`src/rtl/core/rpdr_pkg.sv`:
```
// Shared types and constants for the region pair dense relabel block.
package rpdr_pkg;

  localparam int unsigned LabelW  = 11;
  localparam int unsigned KeyW    = 21;
  localparam int unsigned RegionW = 12;
  localparam int unsigned IndexW  = 12;
  localparam int unsigned StatusW = 2;

  localparam logic [StatusW-1:0] ST_OK   = 2'd0;
  localparam logic [StatusW-1:0] ST_OOR  = 2'd1;
  localparam logic [StatusW-1:0] ST_FULL = 2'd2;

  localparam logic OP_LOAD  = 1'b0;
  localparam logic OP_FETCH = 1'b1;

  typedef struct packed {
    logic load;
    logic fetch_rd;
    logic fetch_out;
    logic rank_init;
    logic scan;
    logic pass_end;
  } cmd_t;

  typedef struct packed {
    logic scan_end;
    logic found;
    logic out_busy;
  } sts_t;

endpackage

```
`src/rtl/core/rpdr_ctrl.sv`:
```
// Controller state machine for the region pair dense relabel block.
module rpdr_ctrl (
  input  logic          clk,
  input  logic          rst_n,
  input  logic          in_tvalid,
  output logic          in_tready,
  input  logic          in_tuser,
  input  logic          in_tlast,
  input  logic          out_tready,
  input  rpdr_pkg::sts_t sts,
  output rpdr_pkg::cmd_t cmd
);

  typedef enum logic [4:0] {
    S_IDLE  = 5'b00001,
    S_FETCH = 5'b00010,
    S_SCAN  = 5'b00100,
    S_LAST  = 5'b01000,
    S_NEXT  = 5'b10000
  } state_t;

  state_t state_r, state_nxt;
  logic   acc;

  assign in_tready = (state_r == S_IDLE) && (!sts.out_busy || out_tready);
  assign acc       = in_tvalid && in_tready;

  always_comb begin
    state_nxt = state_r;
    cmd       = '0;
    unique case (state_r)
      S_IDLE: begin
        if (acc) begin
          if (in_tuser == rpdr_pkg::OP_LOAD) begin
            cmd.load = 1'b1;
            if (in_tlast) begin
              cmd.rank_init = 1'b1;
              state_nxt     = S_SCAN;
            end
          end else begin
            cmd.fetch_rd = 1'b1;
            state_nxt    = S_FETCH;
          end
        end
      end
      S_FETCH: begin
        cmd.fetch_out = 1'b1;
        state_nxt     = S_IDLE;
      end
      S_SCAN: begin
        cmd.scan = 1'b1;
        if (sts.scan_end) state_nxt = S_LAST;
      end
      S_LAST: state_nxt = S_NEXT;
      S_NEXT: begin
        cmd.pass_end = 1'b1;
        state_nxt    = sts.found ? S_SCAN : S_IDLE;
      end
      default: state_nxt = S_IDLE;
    endcase
  end

  always_ff @(posedge clk) begin
    if (!rst_n) begin
      state_r <= S_IDLE;
    end else begin
      state_r <= state_nxt;
    end
  end

endmodule

```
`config.mk`:
```
export PLATFORM = sky130hd
export DESIGN_NAME = rpdr_ctrl
export DESIGN_NICKNAME = d
export VERILOG_FILES = /design/src/rtl/core/rpdr_pkg.sv /design/src/rtl/core/rpdr_ctrl.sv
export SDC_FILE = /design/constraint.sdc
export NUM_CORES = 1
export LEC_CHECK = 0
export ABC_AREA = 0
export ABC_CLOCK_PERIOD_IN_PS = 1700
export BUFFER_PORTS_ARGS = -buffer_cell sky130_fd_sc_hd__buf_2
export CAP_MARGIN = 0
export CORE_AREA = 2 2 39 41
export CTS_CLUSTER_SIZE = 20
export DETAILED_ROUTE_END_ITERATION = 8
export DIE_AREA = 0 0 41 43
export PLACE_DENSITY = 0.48
export SKIP_LAST_GASP = 1
export SYNTH_ARGS = -nofsm -noshare
export SYNTH_HDL_FRONTEND = slang
export SYNTH_SLANG_ARGS = --single-unit
```
`constraint.sdc`:
```
create_clock -name clk -period 1.7 [get_ports clk]
set_input_delay 0.255 -clock clk [delete_from_list [all_inputs] [get_ports clk]]
set_output_delay 0.255 -clock clk [all_outputs]
set_load 0.1 [all_outputs]
```
==> summary by stage <==
Timing
Measured against its own limit, the worst slew margin works out to 77.1%. The number of pins with negative max-slew slack in the final report came to 0. The highest clock rate is 0.563 GHz. The worst-case clock skew is 4.31 ps. Summed over all failing endpoints, the final setup total negative slack is -89.5 ps.

The post-route minimum period is 1780 ps. Dividing the final minimum period by the clock period gives 105%. The worst-case setup margin in the final layout is -77.4 ps.

For the pin with the worst max-slew slack, the measured transition is 342 ps. The hold violation count in the final report came to 0. The total of endpoints with negative setup slack in the final report is 4. Setup repair after global routing could not meet its margin everywhere.

Worst setup path
Counting both buffers and inverters, the worst setup path holds a total of 1. The critical path runs through a total of 4 cells. For the worst flop-to-flop path, the logic depth is 3. The startpoint of the most critical register-to-register path is state_r[0]$_SDFFE_PN1P_. The top fanout value on the critical path is 5. The startpoint kind of the worst setup timing path is a flip-flop.

The arrival time of data at the critical path endpoint is 1520 ps. The kind of end point of the critical path is an output port. The critical path startpoint is state_r[3]$_SDFFE_PN0P_. The slowest stage of the critical path belongs to the cell sky130_fd_sc_hd__or3_4. For this run, the slowest stage of the critical path takes 400 ps. The kind of cell with the highest combined delay along the critical path is simple AND/OR/NAND/NOR gates. The required time reported for the critical path endpoint is 1440 ps. The startpoint-to-endpoint class of the critical path is reg -> out. The critical path goes through or3_4, nor3_4, and3_4, buf_12.

Synth
The mean instance size in the synthesized netlist is 9.00 um^2. For this run, the number of Yosys warnings is 0. The proportion of synthesized area in mux cells is 0%.

The simple logic cell fraction of the synthesized area is 50.8%. The cell count after synthesis is 37. The largest family of logic cells by synthesized area is simple AND/OR/NAND/NOR gates. In this run, distinct cell masters in the synthesized netlist total 26. The synthesized netlist devotes 0% of its cell area to XOR and XNOR gates. The synthesized netlist devotes 0% of its cell area to adder and majority cells. The total of flip-flops plus latches after synthesis is 5. For this run, the register share of the synthesized area comes to 30.1%. Summing the areas of all compound-gate instances in the mapped netlist gives 16.9% of the synthesized area.

When the netlist entered floorplanning its net count stood at 46. The total standard cell area after synthesis is 333 um^2.

Floorplanning
In this run the standard cell core region covers 1380 um^2. The initial core utilization is 24.1%. In this run the count of I/O pins placed on the die edge is 16. The total number of placement rows is 14. The overall die height is 43 um.

The width of the chip is 41 um. The area of the die is 1760 um^2.

Run
Across the run, the number of max-cap violations was 0.

Placed design
The post-place instance area is 613 um^2. The worst setup timing slack at the placement stage is 62.7 ps. The weighted congestion at the end of routability-driven global placement is 0.749. The instance count after placement with tap cells included is 70. The number of I/O port buffers is 15. The HPWL after detailed placement is 714 um.

Drt
The detail route stage leaves a number of antenna-violating nets equal to 0. The wire length after detailed routing is 893 um. Summing over every cut layer, the via total after detailed routing is 363.

The number of iterations in the first detailed-routing pass is 2. Dividing the detail-routed wire length by the instance count gives 11.6 um. The per-cell via count in the routed design is 4.71. The first routing iteration left 2 violations. The number of remaining DRC errors is 0.

Clock tree
CTS built an H-tree with a depth of 1. The number of buffers on the longest clock path is 2. The number of clock sinks is 5.

The CTS tree is built. The root buffer cell is sky130_fd_sc_hd__clkbuf_4. After clock tree synthesis, the clock-pin slew on the worst setup and hold paths is 40 ps.

The clock insertion delay at the later pin of the skew report is 240 ps. Buffers inserted during clock tree synthesis total 3.

Pwr
The fraction of power consumed by the clock network is 25.0%. The static power due to leakage is 0.269 nW. The design internal power is 331 uW. The power density over the cells is 788 nW/um^2. The switching power is 212 uW. The share of total power dissipated in combinational logic is 48.8%. In this run, flip-flops and latches consume 26.3% of the power. Net switching is 39.0% of the power. Across the VDD grid, the largest voltage drop is 0.335 mV.

Finish
Leaving out fill and tap cells, the most frequent cells in the layout are 8 x sky130_fd_sc_hd__buf_2, 7 x sky130_fd_sc_hd__buf_12, 5 x sky130_fd_sc_hd__buf_4. The leading cell type in the layout, fill and taps excluded is sky130_fd_sc_hd__buf_2. The flip-flop count of the largest register, all copies and words added is 5. The finished layout holds 77 standard cells, fillers aside.

After the last flow step, the layout net total stands at 71. The fraction of layout instances using a drive strength above 1 is 65.6%. The largest register by flop count is state_r. 0 antenna diodes ended up in the layout. The finished layout cell area is 688 um^2.

The largest registers in the layout are state_r (5). The synthesis-to-layout area growth is 107%. The number of fillers in the final layout is 135. Summing all multi-input logic gate instances after layout gives 303 um^2.

In the final layout, flip-flops and latches occupy 114 um^2.

GRT
The initial antenna violation count was 0. The total grt overflow is 0. The met3 track utilization from global routing is 1.57%.

The largest net degree at the start of global routing is 8. Global routing used 13.1% of the available tracks across all layers. The global routing's busiest layer is met2. The wire length of the first global-routing pass is 1570 um.

The number of global-route vias before repair is 386. The met1 usage in global routing is 16.9%. For met2 alone, demand over resource in global routing was 18.4%.

Status
The checks that failed: negative setup slack. The run finished, with violations left.

Hold path
The hold path startpoint is sts[2]. Counting instances, the worst hold path has a depth of 3. The type of the tightest min-delay check is in -> reg.
==> logic make-up (layout without fill, tap and decap cells) <==
group | after synthesis | after routing
AND/OR/NAND/NOR | 23 | 23
AO/OA/AOI/OAI | 7 | 7
flip-flops | 5 | 5
buffers and inverters | 2 | 26
==> routing by layer <==
metal	part of all wire [%]	vias to the layer above
met5	0	-
met2	54	9
li1	-	191
met3	4.4	2
met4	0.56	0
met1	41	161
==> final cells by class <==
cell class	count	area share, %
Clock buffer	4	3.82
Inverter	2	1.09
Multi-Input combinational cell	30	44.0
Sequential cell	5	16.5
Tap cell	16	2.91
Timing Repair Buffer	20	31.6
==> path summary, 6_finish.rpt <==
kind,slack [ps],end
max,-80,cmd[4]
min,240,state_r[3]$_SDFFE_PN0P_
max reg2reg,360,state_r[2]$_SDFFE_PN0P_
min reg2reg,490,state_r[4]$_SDFFE_PN0P_
==> stage by stage <==
step	utilization [%]	power [mW]	hold WS (ps)
6_report	49.7	0.542	236
5_1_grt	49.7	0.576	258
4_1_cts	47.6	0.538	224
3_5_place_dp	44.3	0.393	482
3_3_place_gp	44.3	0.393	484
2_1_floorplan	-	0.305	366
==> repair_timing <==
action,CTS,global route
setup buffers,2,1
hold buffers,0,0
resized for setup,3,7
pin swaps,5,4
setup endpoints to repair,7,7
gates cloned,0,0
==> Yosys cell counts <==
master | count | share of area (%)
sky130_fd_sc_hd__dfxtp_1 | 5 | 30
sky130_fd_sc_hd__inv_1 | 2 | 2.3
sky130_fd_sc_hd__nand2b_1 | 2 | 3.8
sky130_fd_sc_hd__nor2_1 | 2 | 2.3
sky130_fd_sc_hd__nor2b_1 | 2 | 3.8
sky130_fd_sc_hd__nor3_1 | 2 | 3.0
sky130_fd_sc_hd__nor3b_1 | 2 | 4.5
sky130_fd_sc_hd__o21a_1 | 2 | 4.5
sky130_fd_sc_hd__a211o_1 | 1 | 2.6
sky130_fd_sc_hd__a311o_1 | 1 | 3.0
sky130_fd_sc_hd__and3_2 | 1 | 2.3
sky130_fd_sc_hd__and4_1 | 1 | 2.6
sky130_fd_sc_hd__nand2_1 | 1 | 1.1
sky130_fd_sc_hd__nand3b_1 | 1 | 2.3
sky130_fd_sc_hd__nand4b_1 | 1 | 2.6
sky130_fd_sc_hd__nor3_2 | 1 | 3.0
sky130_fd_sc_hd__nor4_1 | 1 | 1.9
sky130_fd_sc_hd__nor4b_1 | 1 | 2.6
sky130_fd_sc_hd__nor4b_2 | 1 | 4.5
sky130_fd_sc_hd__o211a_1 | 1 | 3.0
sky130_fd_sc_hd__o21ai_0 | 1 | 1.5
sky130_fd_sc_hd__o31ai_1 | 1 | 2.3
sky130_fd_sc_hd__or2_2 | 1 | 1.9
sky130_fd_sc_hd__or3_1 | 1 | 1.9
sky130_fd_sc_hd__or3_4 | 1 | 3.4
sky130_fd_sc_hd__or4bb_1 | 1 | 3.4
==> power groups by stage <==
stage	combinational, mW	clock [mW]	sequential [mW]
after detailed placement	0.250	0	0.143
after CTS	0.255	0.143	0.141
final	0.264	0.136	0.142
after floorplan	0.165	0	0.140
after global routing	0.278	0.152	0.145
after global placement	0.250	0	0.143
==> worst min-delay path, delay by kind of cell <==
| kind | cells | cell delay (ps) |
|---|---|---|
| simple gates | 2 | 80 |
| buf+inv | 1 | 100 |
(Power assumes the default switching activity.)
